[src/sv/waveform_frame_cell_offset_correct_assert.svh]
// ============================================================================
// Assertion macros for the cell offset correction block
// Clocked assertion shorthands on clk, disabled while rst_n is low.
// ============================================================================
`ifndef WAVEFORM_FRAME_CELL_OFFSET_CORRECT_ASSERT_SVH
`define WAVEFORM_FRAME_CELL_OFFSET_CORRECT_ASSERT_SVH

// Consequent must hold in the same cycle as the antecedent.
`define WFCOC_ASSERT_NOW(label, ante, cons, msg) \
    label: assert property (@(posedge clk) disable iff (!rst_n) (ante) |-> (cons)) \
        else $error(msg);

// Consequent must hold in the cycle after the antecedent.
`define WFCOC_ASSERT_NEXT(label, ante, cons, msg) \
    label: assert property (@(posedge clk) disable iff (!rst_n) (ante) |=> (cons)) \
        else $error(msg);

`endif

[src/sv/wfcoc_pkg.sv]
// ============================================================================
// wfcoc_pkg
// Shared widths, command codes, defaults and record types.
// ============================================================================
package wfcoc_pkg;

    localparam int CELLS_DEF        = 1024;
    localparam int PACKETS_DEF      = 32;
    localparam int HEADER_BYTES_DEF = 8;
    localparam int CHANNELS_DEF     = 16;
    localparam int QUEUE_DEPTH_DEF  = 4;

    localparam int BYTE_W    = 8;
    localparam int ROW_W     = 10;
    localparam int TCHAN_W   = 4;
    localparam int OFFSET_W  = 16;
    localparam int RAW_W     = 16;
    localparam int STOP_W    = 16;
    localparam int CHANNEL_W = 4;
    localparam int INDEX_W   = 10;
    localparam int VALUE_W   = 17;

    localparam int OFFSET_BIAS = 8192;

    localparam logic CMD_FRAME = 1'b0;
    localparam logic CMD_TABLE = 1'b1;

    typedef struct packed {
        logic [CHANNEL_W-1:0] out_channel;
        logic [INDEX_W-1:0]   sample_index;
        logic [RAW_W-1:0]     raw;
    } sample_t;

    typedef struct packed {
        sample_t                     smp;
        logic signed [OFFSET_W-1:0]  offset;
    } entry_t;

endpackage

[src/sv/wfcoc_back.sv]
// ============================================================================
// wfcoc_back
// Offset subtraction, bias and clamp into the result register.
// ============================================================================
module wfcoc_back (
    input  logic                                clk,
    input  logic                                rst_n,
    input  logic                                q_empty,
    input  wfcoc_pkg::entry_t                   q_data,
    output logic                                q_pop,
    input  logic                                pop,
    output logic                                empty,
    output logic [wfcoc_pkg::CHANNEL_W-1:0]     out_channel,
    output logic [wfcoc_pkg::INDEX_W-1:0]       sample_index,
    output logic [wfcoc_pkg::VALUE_W-1:0]       corrected_value
);

    localparam int SUM_W = wfcoc_pkg::VALUE_W + 1;

    logic                               valid_reg, valid_next;
    logic [wfcoc_pkg::CHANNEL_W-1:0]    chan_reg;
    logic [wfcoc_pkg::INDEX_W-1:0]      index_reg;
    logic [wfcoc_pkg::VALUE_W-1:0]      value_reg, value_next;
    logic signed [SUM_W-1:0]            sum;
    logic                               take;

    always_comb
    begin
        take = !q_empty && (!valid_reg || pop);
        sum  = $signed({2'b00, q_data.smp.raw})
             - $signed({{2{q_data.offset[wfcoc_pkg::OFFSET_W-1]}}, q_data.offset})
             + $signed(SUM_W'(wfcoc_pkg::OFFSET_BIAS));
        // clamp negative results to zero
        value_next = sum[SUM_W-1] ? '0 : sum[wfcoc_pkg::VALUE_W-1:0];

        valid_next = valid_reg;
        if (take)
        begin
            valid_next = 1'b1;
        end
        else if (pop)
        begin
            valid_next = 1'b0;
        end
    end

    always_ff @(posedge clk or negedge rst_n)
    begin
        if (!rst_n)
        begin
            valid_reg <= 1'b0;
        end
        else
        begin
            valid_reg <= valid_next;
        end
    end

    always_ff @(posedge clk)
    begin
        if (take)
        begin
            chan_reg  <= q_data.smp.out_channel;
            index_reg <= q_data.smp.sample_index;
            value_reg <= value_next;
        end
    end

    assign q_pop           = take;
    assign empty           = !valid_reg;
    assign out_channel     = chan_reg;
    assign sample_index    = index_reg;
    assign corrected_value = value_reg;

endmodule

[config.mk]
export PLATFORM = sky130hd
export DESIGN_NAME = wfcoc_back
export DESIGN_NICKNAME = d
export VERILOG_FILES = /design/src/sv/waveform_frame_cell_offset_correct_assert.svh /design/src/sv/wfcoc_pkg.sv /design/src/sv/wfcoc_back.sv
export SDC_FILE = /design/constraint.sdc
export NUM_CORES = 1
export LEC_CHECK = 0
export ABC_AREA = 1
export BUFFER_PORTS_ARGS = -buffer_cell sky130_fd_sc_hd__buf_2
export CELL_PAD_IN_SITES_DETAIL_PLACEMENT = 1
export CELL_PAD_IN_SITES_GLOBAL_PLACEMENT = 1
export CORE_ASPECT_RATIO = 1.4
export CORE_MARGIN = 1
export CORE_UTILIZATION = 30
export DETAILED_ROUTE_END_ITERATION = 8
export GPL_TIMING_DRIVEN = 0
export MAX_ROUTING_LAYER = met4
export PLACE_DENSITY = 0.68
export SKIP_LAST_GASP = 1
export SLEW_MARGIN = 30
export SYNTH_ARGS = -nofsm -noshare
export SYNTH_HDL_FRONTEND = slang
export SYNTH_SLANG_ARGS = --single-unit
export TNS_END_PERCENT = 100
[constraint.sdc]
create_clock -name clk -period 3.2 [get_ports clk]
set_clock_uncertainty 0.15 [all_clocks]
set_input_delay 0.32 -clock clk [delete_from_list [all_inputs] [get_ports clk]]
set_output_delay 0.32 -clock clk [all_outputs]
set_load 0.1 [all_outputs]
==> reports/metrics.yaml, run 1 <==
synth:
  avgSynthCellArea_um2: 7.748
  synth_top_area_frac: 0.3851
  synth_area_leaders: "edfxtp_1 39%, ha_1 17%, nand2_1 14%"
  synth_area_leader_cell: "edfxtp_1"
  ys_types: 21
  syn_nets: 395
  ys_seq_elements: 32
  yosysSeqAreaShare: 0.3954
  yosysWarningCount: 0
  syn_inst: 312
  syn_area_mm2: 0.002417
clocking:
  cts_sinks: 32
  clk_latency_ps: 270
  root_buffer: "clkbuf_8"
  postCtsHoldBufs: 1
  clockBufferDepth: 2
  post_cts_buffers: 0
  cts_resized: 0
  h-tree-depth: 2
  cts_tree: "built"
  cts.clk_slew.worst_paths_ps: 60
  cts_buffers: 5
worst_setup_path:
  cp.depth: 4
  required_ps: 2730
  start_kind: "register"
  slowest_stage: "nor2_4"
  startpoint: "valid_reg$_DFFE_PN0P_"
  regToRegSetupSlack_ps: 1520
  setup.worst_path.end: "q_pop"
  crit_chain: "inv_1 > nor2_1 > nor2_4 > buf_2"
  cp_max_fo: 32
  regToRegStartpoint: "valid_reg$_DFFE_PN0P_"
  cp_top_family: "simple AND/OR/NAND/NOR gates"
  reg2regPathDepth: 3
  crit_buf_inv: 2
  worstReg2RegEnd: "sample_index[0]$_DFFE_PP_"
  crit_type: "register to output pin"
  cp-end-kind: "output pin"
  arrival_ps: 1980
  slowest_delay_ps: 630
final_layout:
  nets: 485
  synthToLayoutAreaGrowth_pct: 26.24
  final_cell_mix: "93 x nand2_1, 83 x inv_1, 82 x buf_2"
  drive_above_1_share: 0.2457
  final_common_cell: "nand2_1"
  n_antenna_cell: 0
  largest_reg_flops: 17
global_route:
  grt_pass1_vias: 2101
  grtUsageTotal: 0.1372
  grt_start_max_net_pins: 33
  antenna_found_initial: 0
  globalRouteOverflowTotal: 0
  grt_pass1_wl_mm: 8.901
die:
  die-area_mm2: 0.008426
  dieWidth_um: 77.87
  io_pins: 83
  placementRows: 38
  core_area_mm2: 0.007797
  start_util: 0.3100
  die_y_um: 108.2
status:
  status: "completed"
timing:
  setup-violations-final: 0
  drv_slew: 0
  min_period_ps: 2454
  post-route-period-util: 0.7670
  worst_pin_slew_ps: 830.3
  fmax_ghz: 0.4075
  hold_viol: 0
  setup_tns_ps: 0
  slew_headroom: 0.4452
  rsz0062_at_grt: "no"
place:
  dp_hpwl_mm: 4.627
  gp_congestion: 0.7714
  port_buffers: 82
detailed_routing:
  dr.pass1.iters: 4
  vias: 2144
  wl_per_cell_um: 10.39
  totalWireLength_mm: 5.227
  drc: 0
  drt_iter0_drc: 100
  routed_via_density: 4.262
  antenna_left: 0
job:
  maxCapViolCount: 0
power_and_ir_drop:
  vdd_drop_max_uv: 293.5
  totalPowerFinal_w: 0.001428
  p_leak_nw: 1.786
  p_per_area_mw_per_mm2: 467.9
min_path:
  hp-class: "input pin to register"
Yosys cell counts:
library cell  instances
xnor2_1               1
nor3_1                2
o21ai_0               1
nand4_1               2
and2_1                1
fa_1                  1
xor2_1                6
ha_1                 32
inv_1                83
nand3_1              13
nand3b_1              2
nor2_1               25
and2_2                1
nor2_2                3
a21oi_1               8
edfxtp_1             31
a21oi_2               1
nand2_2               4
nand2_1              93
buf_6                 1
dfrtp_1               1
worst min path at each step:
| stage | from | end | slack, ps | cells past startpoint |
|---|---|---|---|---|
| 6_report | q_data[41] | sample_index[9]$_DFFE_PP_ | 70 | 1 |
| 5_1_grt | q_data[44] | out_channel[2]$_DFFE_PP_ | 50 | 1 |
| 4_1_cts | q_data[41] | sample_index[9]$_DFFE_PP_ | 60 | 1 |
| 3_5_place_dp | rst_n | valid_reg$_DFFE_PN0P_ | -50 | 1 |
| 3_3_place_gp | rst_n | valid_reg$_DFFE_PN0P_ | -60 | 1 |
| 2_1_floorplan | rst_n | valid_reg$_DFFE_PN0P_ | -130 | 0 |
worst register-to-register path, cell delays in order (launching register included):
cell and delay, ps:
dfrtp_1 370, inv_1 90, nor2_1 70, nor2_4 630
final cells by class:
class | count | area, µm²
clock inverters | 1 | 5.005
flip-flops and latches | 32 | 955.9
inverters | 83 | 311.5
clock buffers | 7 | 76.32
well taps | 100 | 125.1
plain buffers | 1 | 11.26
repair buffers | 83 | 420.4
fillers | 1043 | 4746
multi-input cells | 196 | 1146
metrics by stage:
| stage | hold WS (ps) | std cells | worst slack [ps] | area, µm² | util |
|---|---|---|---|---|---|
| 2_1_floorplan | -125.6 | 312 | 585.7 | 2425 | - |
| 3_3_place_gp | -55.30 | 494 | 546.7 | 2960 | 0.3797 |
| 3_5_place_dp | -53.39 | 494 | 493.3 | 2960 | 0.3797 |
| 4_1_cts | 59.60 | 503 | 693.9 | 3052 | 0.3914 |
| 5_1_grt | 51.57 | 503 | 593.7 | 3052 | 0.3914 |
| 6_report | 69.46 | 503 | 745.7 | 3052 | 0.3914 |
logic make-up after synthesis:
kind of cell | after synthesis | share of synthesized area
compound gates | 10 | 0.02226
fa+ha+maj | 33 | 0.1739
flops | 32 | 0.3954
xor+xnor | 7 | 0.02536
simple gates | 146 | 0.2495
buf+inv | 84 | 0.1335
per-layer routing:
layer  part of all wire  track usage  vias up
li1                   -            -     1128
met1               0.39       0.1357      949
met2               0.54       0.2655       63
met3              0.066      0.02869        4
met4              0.011      0.04043        0
met5                  0            -        -
report_power, final:
part	internal, W	leakage, nW	total [W]	switching, W
clock	0.000152	0.0422	0.000280	0.000128
sequential	0.000508	0.311	0.000515	0.00000724
combinational	0.000160	1.43	0.000633	0.000473
total	0.000820	1.79	0.00143	0.000608
Note: power is estimated with default switching activity, not from simulation.
==> inputs of run 2 (changes only) <==
- clock period: 3.2 -> 2.55 ns (I/O delays scaled with it)
==> run 2 against run 1 <==
- count of clock-buffer cells in the layout is 1 higher
- via count is 1.2% higher
- die area stayed put
- utilization is 1.4 points higher
- flip-flop and latch count stayed put
- non-clock buffer count is 10 higher
- total power is 28% higher
- final area is 3.7% higher
- routed wire length is 0.55% lower
- sequential power is 26% higher
- clock power is 38% higher
- largest power group unchanged
- highest routed layer unchanged
==> reports/metrics.yaml, run 2 (synthesized netlist as in run 1, its figures left out) <==
final_layout:
  largest_reg_flops: 17  # unchanged
  n_antenna_cell: 0  # unchanged
  final_common_cell: "nand2_1"
  fin_area_mm2: 0.003164  # +3.7%
  drive_above_1_share: 0.2421  # -0.003527
  nets: 495  # +2.1%
  synthToLayoutAreaGrowth_pct: 30.90
  finish.utilization: 0.4058  # +0.01444
  final_cell_mix: "93 x nand2_1, 82 x inv_1, 82 x buf_2"
clocking:
  cts_tree: "built"
  clockBufferDepth: 2  # unchanged
  clk_latency_ps: 280  # about the same
  h-tree-depth: 2  # unchanged
  cts_sinks: 32  # unchanged
  cts_resized: 0  # unchanged
  root_buffer: "clkbuf_8"
  cts.clk_slew.worst_paths_ps: 60  # about the same
  cts_buffers: 5  # unchanged
worst_setup_path:
  required_ps: 2140  # -590 ps
  slowest_delay_ps: 640  # about the same
  regToRegStartpoint: "valid_reg$_DFFE_PN0P_"
  crit_type: "register to output pin"
  cp-end-kind: "output pin"
  regToRegSetupSlack_ps: 830  # -690 ps
  cp_max_fo: 32  # unchanged
  crit_chain: "clkinvlp_4 > nor2_1 > nor2_4 > buf_2"
  start_kind: "register"
  arrival_ps: 2020  # +40 ps
  slowest_stage: "nor2_4"
  startpoint: "valid_reg$_DFFE_PN0P_"
  reg2regPathDepth: 3  # unchanged
die:
  dieWidth_um: 77.87  # unchanged
  die-area_mm2: 0.008426  # unchanged
  start_util: 0.3100  # unchanged
  die_y_um: 108.2  # unchanged
  core_area_mm2: 0.007797  # unchanged
  io_pins: 83  # unchanged
  placementRows: 38  # unchanged
status:
  status: "completed"
place:
  dp_hpwl_mm: 4.482  # -3.1%
  gp_congestion: 0.7726  # +0.16%
  placed_cell_area_mm2: 0.002964  # +0.13%
  port_buffers: 82  # unchanged
global_route:
  grt_pass1_wl_mm: 9.018  # +1.3%
  grtUsageTotal: 0.1386  # +0.001482
  globalRouteOverflowTotal: 0  # unchanged
  antenna_found_initial: 0  # unchanged
  grt_start_max_net_pins: 33  # unchanged
  grt_pass1_vias: 2162  # +2.9%
timing:
  min_period_ps: 2429
  slew_headroom: 0.4394  # -0.005740
  whs_ps: 8.349  # -61.11 ps
  setup-violations-final: 0  # unchanged
  fmax_ghz: 0.4117
  drv_slew: 0  # unchanged
  post-route-period-util: 0.9526
  hold_viol: 0  # unchanged
  setup_tns_ps: 0  # unchanged
  worst_pin_slew_ps: 838.8  # +8.589 ps
  rsz0062_at_grt: "no"
min_path:
  min_from: "q_data[39]"
  holdPathStages: 1  # unchanged
  hp-class: "input pin to register"
detailed_routing:
  dr.pass1.iters: 4  # unchanged
  vias: 2169  # +1.2%
  drt_iter0_drc: 39  # -61%
  wl_per_cell_um: 10.13  # -2.5%
  routed_via_density: 4.228  # -0.81%
  antenna_left: 0  # unchanged
  totalWireLength_mm: 5.198  # -0.55%
  drc: 0  # unchanged
power_and_ir_drop:
  totalPowerFinal_w: 0.001834  # +28%
  p_per_area_mw_per_mm2: 579.6  # +24%
  vdd_drop_max_uv: 301.8  # +2.8%
  p_leak_nw: 1.824  # +2.1%
job:
  maxCapViolCount: 0  # unchanged
==> run 2: cell types whose count changed in the layout (fill, tap and decap cells not counted) <==
cell	delta
clkbuf_8	+1
clkinv_2	-1
clkinvlp_4	+1
dlygate4sd3_1	+10
inv_1	-1
==> run 2: critical path: cells and delay by family (launching register included) <==
kind / cells / cell delay, ps
and+or+nand+nor: 2 / 700
buffers and inverters: 2 / 640
DFF: 1 / 400
==> run 2: what timing repair did <==
item	in CTS	in global routing
buffers inserted	0	0
setup endpoints to repair	0	1
hold buffers	9	2
hold endpoints to repair	9	2
==> run 2: cell type report <==
cell class	instances	area, µm²
Tap cell	100	125.1
Inverter	83	315.3
Timing Repair Buffer	93	520.5
Buffer	1	11.26
Clock buffer	8	90.09
Fill cell	1026	4633
Multi-Input combinational cell	196	1146
Sequential cell	32	955.9
==> run 2: layer usage <==
metal / vias up / GRT usage / share of wire
met5: - / - / 0
met4: 0 / 0.04852 / 0.015
met3: 7 / 0.02110 / 0.055
met2: 65 / 0.2699 / 0.52
met1: 949 / 0.1379 / 0.41
li1: 1148 / - / -
==> run 2: power breakdown <==
| group | internal (W) | leakage (nW) | switching [W] |
|---|---|---|---|
| combinational | 0.000211 | 1.47 | 0.000590 |
| clock | 0.000220 | 0.0455 | 0.000167 |
| sequential | 0.000637 | 0.311 | 0.00000912 |
| total | 0.00107 | 1.82 | 0.000766 |
==> run 2: final timing paths <==
path | to
min | sample_index[7]$_DFFE_PP_
max reg2reg | corrected_value[15]$_SDFFCE_PP0P_
max in group asynchronous | valid_reg$_DFFE_PN0P_
max | q_pop
min in group asynchronous | valid_reg$_DFFE_PN0P_
min reg2reg | valid_reg$_DFFE_PN0P_
==> run 2: stage by stage <==
step | setup slack (ps) | instances
after CTS | 31.57 | 511
after global placement | -38.23 | 494
after floorplan | 201.0 | 312
final | 120.8 | 513
after detailed placement | -56.07 | 494
after global routing | 3.638 | 513
==> inputs of run 3 (changes only) <==
- PLACE_DENSITY: 0.68 -> 0.71
==> run 3 against run 2 <==
- global-route usage is 1.1 points higher
- flip-flop and latch count stayed put
- register-to-register slack better by 40 ps
- routed wire length is 11% higher
- combinational power is 2% higher
- critical path depth is 10 higher
- count of clock-buffer cells in the layout is 2 lower
- sequential share of layout area is 0.60 points lower
- via count is 2.7% higher
- utilization is 0.82 points higher
- final area is 2.0% higher
- sequential power hardly changed
- largest power group unchanged
==> reports/metrics.yaml, run 3 (synthesized netlist as in run 1, its figures left out) <==
global_route:
  grt_start_max_net_pins: 33  # unchanged
  grt_pass1_wl_mm: 9.653  # +7.0%
  grtUsageTotal: 0.1501  # +0.01141
  grt_pass1_vias: 2285  # +5.7%
  globalRouteOverflowTotal: 0  # unchanged
  antenna_found_initial: 0  # unchanged
detailed_routing:
  wl_per_cell_um: 11.14  # +9.9%
  totalWireLength_mm: 5.768  # +11%
  vias: 2228  # +2.7%
  drc: 0  # unchanged
  routed_via_density: 4.301  # +1.7%
  dr.pass1.iters: 4  # unchanged
  drt_iter0_drc: 45  # +15%
  antenna_left: 0  # unchanged
place:
  port_buffers: 82  # unchanged
  dp_hpwl_mm: 4.611  # +2.9%
  gp_congestion: 0.8094  # +4.8%
clocking:
  cts_resized: 0  # unchanged
  h-tree-depth: 2  # unchanged
  cts_tree: "built"
  cts_sinks: 32  # unchanged
  root_buffer: "clkbuf_8"
  post_cts_buffers: 0  # unchanged
  clk_latency_ps: 280  # about the same
  cts.clk_slew.worst_paths_ps: 70  # about the same
  clockBufferDepth: 2  # unchanged
  cts_buffers: 5  # unchanged
timing:
  slew_headroom: 0.4905  # +0.05107
  post-route-period-util: 0.9217  # -0.03089
  whs_ps: 28.33  # +19.98 ps
  fmax_ghz: 0.4255  # +3.4%
  setup-violations-final: 0  # unchanged
  drv_slew: 0  # unchanged
  worst_pin_slew_ps: 763.4  # -75.43 ps
  min_period_ps: 2350  # -78.78 ps
  rsz0062_at_grt: "no"
  hold_viol: 0  # unchanged
worst_setup_path:
  crit_type: "input pin to register"
  required_ps: 2440  # +300 ps
  start_kind: "input pin"
  cp_top_family: "adder cells"
  critPathMostFrequentCell: "nand2_1"
  arrival_ps: 2240  # +220 ps
  cp-end-kind: "register"
  cp_max_fo: 10  # -69%
  slowest_delay_ps: 410  # -230 ps
  crit_chain: "buf_2 > inv_1 > ha_1 > ha_1 > fa_1 > nand2_1 > nand2_1 > nand3_1 > nand2_1 > nand2_2 > nand3_1 > nand2_2 > buf_6 > nor2_1"
  slowest_stage: "fa_1"
  crit_buf_inv: 3  # +1
final_layout:
  area.sequential_um2: 955.9  # unchanged
  n_antenna_cell: 0  # unchanged
  drive_above_1_share: 0.2440  # +0.001888
  final_cell_mix: "93 x nand2_1, 82 x inv_1, 82 x buf_2"
  finish.utilization: 0.4140  # +0.008183
  multi_input_area_mm2: 0.001152  # +0.55%
  final_common_cell: "nand2_1"
  nets: 500  # +1.0%
  nFillCells: 1025  # -0.097%
  synthToLayoutAreaGrowth_pct: 33.54
  largest_reg_flops: 17  # unchanged
die:
  dieWidth_um: 77.87  # unchanged
  core_area_mm2: 0.007797  # unchanged
  start_util: 0.3100  # unchanged
  placementRows: 38  # unchanged
  io_pins: 83  # unchanged
  die_y_um: 108.2  # unchanged
  die-area_mm2: 0.008426  # unchanged
job:
  maxCapViolCount: 0  # unchanged
status:
  status: "completed"
power_and_ir_drop:
  p_per_area_mw_per_mm2: 600.5  # +3.6%
  p_leak_nw: 1.852  # +1.6%
  vdd_drop_max_uv: 269.8  # -11%
min_path:
  hp-class: "input pin to register"
-- run 3: cell types whose count changed in the layout (fill, tap and decap cells not counted) --
cell and change:
bufinv_16 +1, clkbuf_8 -1, nor2_2 +1, clkbuf_1 -1
clkinv_2 +1, dlygate4sd3_1 +4
-- run 3: final cells by class --
type | instances | share of cell area
Multi-Input combinational cell | 197 | 0.3570
Sequential cell | 32 | 0.2961
Tap cell | 100 | 0.03876
Clock buffer | 6 | 0.02248
Clock inverter | 2 | 0.01085
Buffer | 1 | 0.003488
Inverter | 83 | 0.09767
Timing Repair Buffer | 97 | 0.1736
-- run 3: stage by stage --
step / cell area, µm² / instances / setup TNS (ps) / setup slack [ps] / power, W
4_1_cts: 3212 / 516 / 0 / 40.62 / 0.001952
3_5_place_dp: 2964 / 494 / -1165 / -130.7 / 0.001463
6_report: 3228 / 518 / 0 / 199.6 / 0.001938
2_1_floorplan: 2429 / 312 / 0 / 201.0 / 0.001295
3_3_place_gp: 2964 / 494 / -563.6 / -62.34 / 0.001446
5_1_grt: 3228 / 518 / 0 / 47.45 / 0.002056
-- run 3: worst reg2reg max path: cells and delay by family (launching register included) --
kind                   cells  cell delay, ps
buffers and inverters      1              80
flip-flops                 1             390
AND/OR/NAND/NOR            2             690
-- run 3: where the power goes --
part	leakage, nW	switching [W]	internal, W
combinational	1.49	0.000603	0.000216
clock	0.0552	0.000183	0.000290
sequential	0.311	0.00000989	0.000637
-- run 3: worst paths after layout --
| path | start | slack (ps) | cells past startpoint | to |
|---|---|---|---|---|
| worst max-delay path | q_data[1] | 200 | 14 | corrected_value[5]$_SDFFCE_PP0P_ |
| worst min-delay path | pop | 30 | 2 | valid_reg$_DFFE_PN0P_ |
| worst max register to register | valid_reg$_DFFE_PN0P_ | 870 | 3 | corrected_value[2]$_SDFFCE_PP0P_ |
| worst min register to register | valid_reg$_DFFE_PN0P_ | 430 | 2 | valid_reg$_DFFE_PN0P_ |
| max in group asynchronous | rst_n | 2040 | 2 | valid_reg$_DFFE_PN0P_ |
| min in group asynchronous | rst_n | 120 | 2 | valid_reg$_DFFE_PN0P_ |
-- run 3: repair_timing --
action / 4_1_cts / 5_1_grt
endpoints found under the hold margin: 14 / 1
hold buffers: 14 / 1
endpoints found under the setup margin: 0 / 1
-- run 3: layer usage --
layer  GRT usage  up-vias  part of all wire
met1      0.1414      998              0.39
met5           -        -                 0
li1            -     1159                 -
met2      0.2965       64              0.54
met3     0.02194        7             0.058
met4     0.06469        0             0.018
